$ cat src/rtl/lzwe_ram.sv
// ----------------------------------------------------------------------------
// lzwe_ram
// Generic single-port-write, single-port-read synchronous RAM with a
// registered read.
// ----------------------------------------------------------------------------
module lzwe_ram #(
  parameter int WIDTH = 8,
  parameter int DEPTH = 256
) (
  input  logic                     clk,
  input  logic                     wr_en,
  input  logic [$clog2(DEPTH)-1:0] wr_addr,
  input  logic [WIDTH-1:0]         wr_data,
  input  logic                     rd_en,
  input  logic [$clog2(DEPTH)-1:0] rd_addr,
  output logic [WIDTH-1:0]         rd_data
);

  logic [WIDTH-1:0] mem [DEPTH];

  always_ff @(posedge clk) begin
    if (wr_en) begin
      mem[wr_addr] <= wr_data;
    end
    if (rd_en) begin
      rd_data <= mem[rd_addr];
    end
  end

endmodule

$ cat config.mk
export PLATFORM = sky130hd
export DESIGN_NAME = lzwe_ram
export DESIGN_NICKNAME = d
export VERILOG_FILES = /design/src/rtl/lzwe_ram.sv
export SDC_FILE = /design/constraint.sdc
export NUM_CORES = 2
export LEC_CHECK = 0
export ABC_AREA = 1
export BUFFER_PORTS_ARGS = -buffer_cell sky130_fd_sc_hd__buf_4
export CAP_MARGIN = 40
export CORE_MARGIN = 2
export CORE_UTILIZATION = 30
export CTS_CLUSTER_DIAMETER = 60
export DETAILED_ROUTE_END_ITERATION = 10
export PLACE_DENSITY = 0.42
export SYNTH_ARGS = -nofsm -noshare
export SYNTH_HDL_FRONTEND = slang
export SYNTH_SLANG_ARGS = --single-unit
export TNS_END_PERCENT = 100
$ cat constraint.sdc
create_clock -name clk -period 1.69 [get_ports clk]
set_input_delay 0 -clock clk [delete_from_list [all_inputs] [get_ports clk]]
set_output_delay 0 -clock clk [all_outputs]
set_load 0.01 [all_outputs]
==> flow_metrics.tcl <==
set metrics [dict create \
    place_ws_ns -1.08 \
    hold_violations 0 \
    globalplace.congestion 0.838 \
    critPathLaunchType "flip-flop" \
    total_leakage_power_nw 37.0 \
    powerDensity_nw_per_um2 1090 \
    crit_path_end_kind "primary output" \
    worst-path-max-fanout 1 \
    vias 56500 \
    path_class "flip-flop to primary output" \
    cts_inserted_buffers 234 \
    clkLatencyLatePin_ns 0.93 \
    synth.avg_cell_area_sq_um 11.9 \
    cts_root_buf "clkbuf_16" \
    finalSetupViolCount 6 \
    worstMarginPinSlew_ns 0.638 \
    grt_usage_pct 19.2 \
    clock.fmax_mhz 539 \
    grt_max_degree 85 \
    ios 35 \
    status "finished, violations left" \
    grt_pass1_vias 55100 \
    drc 0 \
    rows 193 \
    grt_antenna_before_repair 17 \
    clockBufferDepth 4 \
    relSlewSlack_pct 57.4 \
    via_per_inst 4.93 \
    antenna_left 0 \
    start_util_pct 30.2 \
    crit_slowest_cell "edfxtp_1" \
    hold_slack_ns 0.0783 \
    clkSlewWorstSetupHoldPaths_ns 0.06 \
    wire_per_inst_um 24.3 \
    slowest_delay_ns 0.75 \
    syn-cell-area_sq_um 83500 \
    fin_crit_ns 1.86 \
    syn-num-nets 7030 \
    nets 7603 \
    yosysUniqueCellTypes 13 \
    coreArea_sq_um 277000 \
    drt-pass1-iter-count 6 \
    dr.first_iter.drc_count 5352 \
    worstPathRequired_ns 1.69 \
    finalCritPeriodShare_pct 110 \
    fin_area_sq_um 104000 \
    gr-total-overflow 0 \
    ys_seq_area_share_pct 74.0 \
    cts_sinks 2056 \
    worst_slack_ns -0.166 \
    drive_gt1_share_pct 19.5 \
    final_cells 11500 \
    ctsHtreeMaxLevel 4 \
    path_cells "buf_6" \
    vdd_ir_drop_max_uv 865 \
    yosys_warnings 0 \
    final_util_pct 37.6 \
    fillers 26800 \
    ys_seq_elements 2056 \
    drv_cap 0 \
    violations "setup timing" \
    wl_mm 279 \
    rsz0062_at_grt "true" \
    worst_ep_arrival_time_ns 1.86 \
    hpwl_mm 176 \
    placed_area_sq_um 94000 \
    tritoncts "built" \
    multiInputGateArea_sq_um 21500 \
    finalMaxSlewViolations 0 \
    die_area_sq_um 282000 \
    min_path_type "input port to flip-flop" \
    syn_to_final_growth_pct 24.6 \
    regArea_sq_um 61700 \
    skew_ns 0.0803 \
    critical-path-top-delay-family "flip-flops" \
    dieHeight_um 532 \
    fp.dieW_um 532 \
    path_buf_inv 1 \
    syn_inst 7003 \
    grt_pass1_wl_mm 401 \
    port_buffers 34 \
    post_cts_buffers 0 \
    place_inst 11000 \
]
cell usage after synthesis:
master	number	area (sq um)
inv_1	36	135
buf_1	40	150
inv_2	2	7.51
inv_4	1	6.26
buf_2	268	1340
buf_4	46	345
buf_6	16	180
buf_8	1	15.0
nor2_1	283	1060
nand3_1	2019	10100
clkbuf_1	112	420
edfxtp_1	2056	61700
nand2_1	2123	7970
final timing paths:
kind | from | endpoint | slack, ns | cells after the start
min reg2reg | mem[160][0]$_DFFE_PP_ | rd_data[0]$_DFFE_PP_ | 1.10 | 10
min | wr_data[4] | mem[66][4]$_DFFE_PP_ | 0.08 | 2
max | rd_data[1]$_DFFE_PP_ | rd_data[1] | -0.17 | 1
max reg2reg | mem[209][1]$_DFFE_PP_ | rd_data[1]$_DFFE_PP_ | -0.07 | 10
routing by layer:
metal	GRT usage [%]	vias to the layer above	wire [um]
li1	-	26100	-
met1	27.4	28600	126000
met2	30.7	1498	129000
met3	2.72	349	16300
met4	4.90	0	6870
met5	0	-	0
cells in the final DEF (no fill, tap or decap), types with 3 or more instances in the layout:
cell type and count:
buf_12 179, buf_4 585, buf_6 17, buf_8 12, bufinv_16 16, clkbuf_1 45, clkbuf_16 236, clkinv_1 56
clkinv_2 46, clkinv_4 3, clkinvlp_4 11, diode_2 6, dlygate4sd3_1 25, edfxtp_1 2056, inv_1 34, inv_16 3
inv_6 5, inv_8 5, nand2_1 2089, nand2_2 30, nand2_4 4, nand3_1 1667, nand3_2 281, nand3_4 71
nor2_1 279, nor2_2 4
power breakdown:
part | switching (mW) | internal, mW
registers | 0.0904 | 56.2
logic | 5.93 | 2.71
clock network | 20.9 | 27.8
layout make-up:
cell class | instances | area share [%]
Clock inverter | 143 | 1.14
Antenna cell | 6 | 0.0144
Clock buffer | 280 | 5.82
Timing Repair Buffer | 820 | 8.32
Inverter | 39 | 0.176
Multi-Input combinational cell | 4425 | 20.7
Tap cell | 3705 | 4.46
Sequential cell | 2056 | 59.4
registers in the layout, indices dropped and copies added (netlist names):
signal,count
mem,2048
rd_data,8
through the flow:
stage          power (mW)  TNS (ns)
2_1_floorplan        60.8         0
3_3_place_gp         65.4    -22.16
3_5_place_dp         65.4    -23.20
4_1_cts               115     -1.17
5_1_grt               117    -0.637
6_report              114    -0.402
repair_timing:
item	4_1_cts	5_1_grt
hold buffers	26	0
pin swaps	35	83
hold endpoints to repair	3121	0
gates resized for setup	209	258
setup endpoints to repair	16	130
gates cloned	0	1
logic make-up after synthesis:
| family | after synthesis | share of synthesized area, % |
|---|---|---|
| buffers and inverters | 522 | 3.12 |
| flip-flops | 2056 | 74.0 |
| AND/OR/NAND/NOR | 4425 | 22.9 |
Power figures use the tool's default switching activity.
