[src/rtl/lzwe_pkg.sv]
// ----------------------------------------------------------------------------
// lzwe_pkg
// Shared types and constants of the lzw byte encoder: request structs, the
// dictionary entry layout and the hash of a (prefix, byte) pair.
// ----------------------------------------------------------------------------
package lzwe_pkg;

  localparam int CODE_BITS  = 12;
  localparam int BYTE_BITS  = 8;
  localparam int KEY_BITS   = CODE_BITS + BYTE_BITS;
  localparam int EPOCH_BITS = 8;
  localparam int FIRST_FREE = 256;
  localparam int CODE_LIMIT = 1 << CODE_BITS;
  localparam int HASH_SHIFT = 5;
  localparam int HASH_BITS  = (CODE_BITS > BYTE_BITS + HASH_SHIFT) ?
                              CODE_BITS : BYTE_BITS + HASH_SHIFT;

  typedef struct packed {
    logic [BYTE_BITS-1:0] data_byte;
    logic                 last_byte;
  } byte_req_t;

  typedef struct packed {
    logic [CODE_BITS-1:0] code;
    logic                 last_code;
  } code_req_t;

  typedef struct packed {
    logic [EPOCH_BITS-1:0] epoch;
    logic [KEY_BITS-1:0]   key;
    logic [CODE_BITS-1:0]  code;
  } dict_entry_t;

  typedef struct packed {
    logic [1:0] num;
    code_req_t  first;
    code_req_t  second;
  } code_push_t;

  function automatic logic [HASH_BITS-1:0] dict_hash(
    input logic [CODE_BITS-1:0] prefix,
    input logic [BYTE_BITS-1:0] data_byte
  );
    dict_hash = (HASH_BITS'(data_byte) << HASH_SHIFT) ^ HASH_BITS'(prefix);
  endfunction

endpackage

[src/rtl/lzwe_out_fifo.sv]
// ----------------------------------------------------------------------------
// lzwe_out_fifo
// Four-entry code queue; takes up to two codes per cycle and hands them to
// the output channel one at a time.
// ----------------------------------------------------------------------------
module lzwe_out_fifo (
  input  logic                clk,
  input  logic                rst,
  input  lzwe_pkg::code_push_t push,
  output logic                room2,
  output logic                code_valid,
  input  logic                code_stall,
  output lzwe_pkg::code_req_t code_item
);

  lzwe_pkg::code_req_t mem [4];
  logic [1:0] wr_ptr;
  logic [1:0] rd_ptr;
  logic [2:0] count;
  logic       pop;

  assign pop        = code_valid && !code_stall;
  assign code_valid = (count != 3'd0);
  assign code_item  = mem[rd_ptr];
  assign room2      = (count <= 3'd2);

  always_ff @(posedge clk) begin
    if (rst) begin
      wr_ptr <= 2'd0;
      rd_ptr <= 2'd0;
      count  <= 3'd0;
    end else begin
      wr_ptr <= wr_ptr + push.num;
      rd_ptr <= rd_ptr + 2'(pop);
      count  <= count + 3'(push.num) - 3'(pop);
    end
  end

  always_ff @(posedge clk) begin
    if (push.num != 2'd0) begin
      mem[wr_ptr] <= push.first;
    end
    if (push.num == 2'd2) begin
      mem[2'(wr_ptr + 2'd1)] <= push.second;
    end
  end

endmodule

[config.mk]
export PLATFORM = sky130hd
export DESIGN_NAME = lzwe_out_fifo
export DESIGN_NICKNAME = d
export VERILOG_FILES = /design/src/rtl/lzwe_pkg.sv /design/src/rtl/lzwe_out_fifo.sv
export SDC_FILE = /design/constraint.sdc
export NUM_CORES = 1
export LEC_CHECK = 0
export BUFFER_PORTS_ARGS = -buffer_cell sky130_fd_sc_hd__buf_2
export CAP_MARGIN = 20
export CELL_PAD_IN_SITES_DETAIL_PLACEMENT = 1
export CELL_PAD_IN_SITES_GLOBAL_PLACEMENT = 1
export CORE_MARGIN = 2
export CORE_UTILIZATION = 40
export CTS_CLUSTER_DIAMETER = 120
export CTS_CLUSTER_SIZE = 40
export DETAILED_ROUTE_END_ITERATION = 10
export GPL_TIMING_DRIVEN = 0
export PLACE_DENSITY = 0.69
export SYNTH_ARGS = -nofsm -noshare
export SYNTH_HDL_FRONTEND = slang
export SYNTH_SLANG_ARGS = --single-unit
[constraint.sdc]
create_clock -name clk -period 2.2 [get_ports clk]
set_input_delay 0.22 -clock clk [delete_from_list [all_inputs] [get_ports clk]]
set_output_delay 0.22 -clock clk [all_outputs]
set_load 0.03 [all_outputs]
==> impl_metrics.ini <==
[run_status]
status = completed

[clock_network]
cts-root-buf = clkbuf_8
cts_setup_buffers = 0
cts_sinks = 59
cts_buffer_depth = 2
numCtsBuffers = 9
holdBufCountCts = 0
cts_tree = built
cts.reportedPaths.clkPinSlew_ns = 0.06
clock_latency_ns = 0.33
htreeDepth = 3

[worst_setup_path]
critPathKind = reg -> reg
end_kind = register
critical_path.max_fanout = 13
worstReg2RegStart = wr_ptr[0]
setup.worst_path.start = wr_ptr[0]
slowest_stage = dfxtp_1
critPathLaunchType = register
crit_top_cell = buf_6
cpPeakStageDelay_ns = 0.57
arrival_ns = 2.03
crit_chain = and3b_1 -> buf_6 -> buf_6 -> a21o_1
required_ns = 2.16

[timing]
slew_headroom_pct = 42.1
final-hold-violation-count = 0
worst_pin_slew_ns = 0.868
timing.final.ws_setup_ns = 0.130
fmax_ghz = 0.483
rsz0062_at_grt = false
min_period_over_period_pct = 94.1
final.min_clock_period_ns = 2.07
setup_viol = 0
finClkSkew_ns = 0.00401
drv_slew = 0

[place]
dp_hpwl_mm = 4.14
dp.cells = 321
gp_congestion = 0.748
post-place-ws_ns = 0.0255
io_buffers = 45
place_area_sq_mm = 0.00338

[yosys]
synth-seq-area-share_pct = 56.6
syn_avg_cell_area_sq_um = 17.1
synthCells = 176
synth_area_leader_cell = edfxtp_1
ys_ff_latch = 59
netlist_area_sq_mm = 0.00301
synth_nets = 211
synth_top_area_share_pct = 52.0
synth_area_leaders = edfxtp_1 (52%), mux2_2 (16%), mux4_2 (9.7%)
ys_async_sr_fraction_pct = 0
ys.flop_type = edfxtp_1
synth_edf_count = 52
ys_warn_count = 0
ys_types = 29

[global_routing]
grt_max_degree = 14
grt.total_usage_pct = 16.3
grt_pass1_wl_mm = 9.93
grt_pass1_vias = 1791
antenna_found_initial = 0
gr-total-overflow = 0

[route]
drc = 0
vias = 1693
finalWirelength_mm = 6.19
drt_iter0_markers = 74
vias_per_cell = 5.02
ant_nets = 0
wl_per_cell_um = 18.4
first_pass_iters = 4

[run]
maxCapViolCount = 0

[die]
io_pins = 46
die_height_um = 90.7
core_sq_mm = 0.00725
initial_core_util_pct = 41.4
die_w_um = 90.7
dieArea_sq_mm = 0.00822
rows = 31

[cells_and_area]
antenna_cells = 0
multi_input_area_sq_mm = 0.00122
fillers = 743
instances_no_fill = 337
final_nets = 268
fin_area_sq_mm = 0.00360
register_area_sq_mm = 0.00170
fin_util_pct = 49.7
layout-drive-gt1-share_pct = 58.8
syn2layout_area_growth_pct = 19.9

[worst_hold_path]
hold_class = in -> reg
worstHoldStart = rst

[pwr]
powerDensity_mw_per_mm2 = 953
leakage_nw = 1.33
ir_worst_vdd_v = 0.000340
power_mw = 3.43
## synthesized netlist by cell type (2+ instances only)
| cell type | instances |
|---|---|
| buf_2 | 3 |
| mux4_2 | 13 |
| xor2_1 | 2 |
| edfxtp_1 | 52 |
| mux2_2 | 42 |
| inv_1 | 4 |
| nand2_1 | 2 |
| nor2b_1 | 4 |
| o21ai_0 | 2 |
| nor3_1 | 2 |
| and3b_1 | 2 |
| a21oi_1 | 4 |
| dfxtp_1 | 7 |
| nor2_1 | 5 |
| or3_1 | 3 |
| buf_6 | 5 |
| ha_1 | 3 |
| mux2_4 | 10 |
## layer usage
metal | global-route usage (%) | up-vias | part of all wire (%)
li1 | - | 808 | -
met1 | 21.8 | 840 | 46
met2 | 25.7 | 35 | 49
met3 | 3.67 | 10 | 3.5
met4 | 6.54 | 0 | 1.5
met5 | 0 | - | 0
## critical path: cells and delay by family, from the launching register on
kind | cells | cell delay (ns)
and+or+nand+nor | 1 | 0.25
buffers and inverters | 2 | 0.32
AOI/OAI and AO/OA | 1 | 0.56
DFF | 1 | 0.57
## through the flow
step | TNS, ns | hold slack, ns
final | 0 | 0.150
after detailed placement | 0 | 0.501
after global routing | 0 | 0.161
after global placement | -8.74 | 0.500
after floorplan | 0 | 0.289
after CTS | 0 | 0.140
## cells in the final DEF, fill, tap and decap left out, types with 6 or more instances in the layout
cell / Yosys / final
edfxtp_1: 52 / 52
buf_2: 3 / 47
mux2_2: 42 / 42
mux4_2: 13 / 13
mux2_4: 10 / 10
clkbuf_8: 0 / 9
dfxtp_1: 7 / 7
buf_6: 5 / 6
## final timing paths
check	endpoint	depth (start not counted)	slack, ns
worst max register to register	mem[2][2]	4	0.13
worst min-delay path	rd_ptr[1]	2	0.15
worst max-delay path	mem[2][2]	4	0.13
worst min register to register	count[2]	2	0.57
## power by group
group / internal, mW / switching, mW / total (mW)
logic: 0.401 / 0.549 / 0.951
registers: 1.37 / 0.0626 / 1.44
clock network: 0.628 / 0.419 / 1.05
## area by class of cell
| cell class | count | area share (%) |
|---|---|---|
| Inverter | 4 | 0.417 |
| Multi-Input combinational cell | 103 | 33.9 |
| Clock inverter | 6 | 2.22 |
| Tap cell | 99 | 3.44 |
| Sequential cell | 59 | 47.2 |
| Clock buffer | 10 | 3.54 |
| Timing Repair Buffer | 46 | 6.46 |
| Buffer | 10 | 2.78 |
## state kept, by name, indices dropped and copies added (netlist names)
register and flops:
count 3, wr_ptr 2, rd_ptr 2, mem 52
## cells by family after synthesis
logic type | count (synthesis) | synth area share (%)
xor+xnor | 3 | 0.874
mux | 65 | 30.5
fa+ha+maj | 4 | 1.92
simple gates | 23 | 5.00
compound gates | 8 | 1.50
buf+inv | 14 | 3.62
flops | 59 | 56.6
## what timing repair did
item / CTS / global route
hold endpoints to repair: 0 / 0
resized for setup: 1 / 3
setup endpoints to repair: 8 / 9
cloned: 0 / 0
No activity file was read; power rests on OpenSTA's default activity.
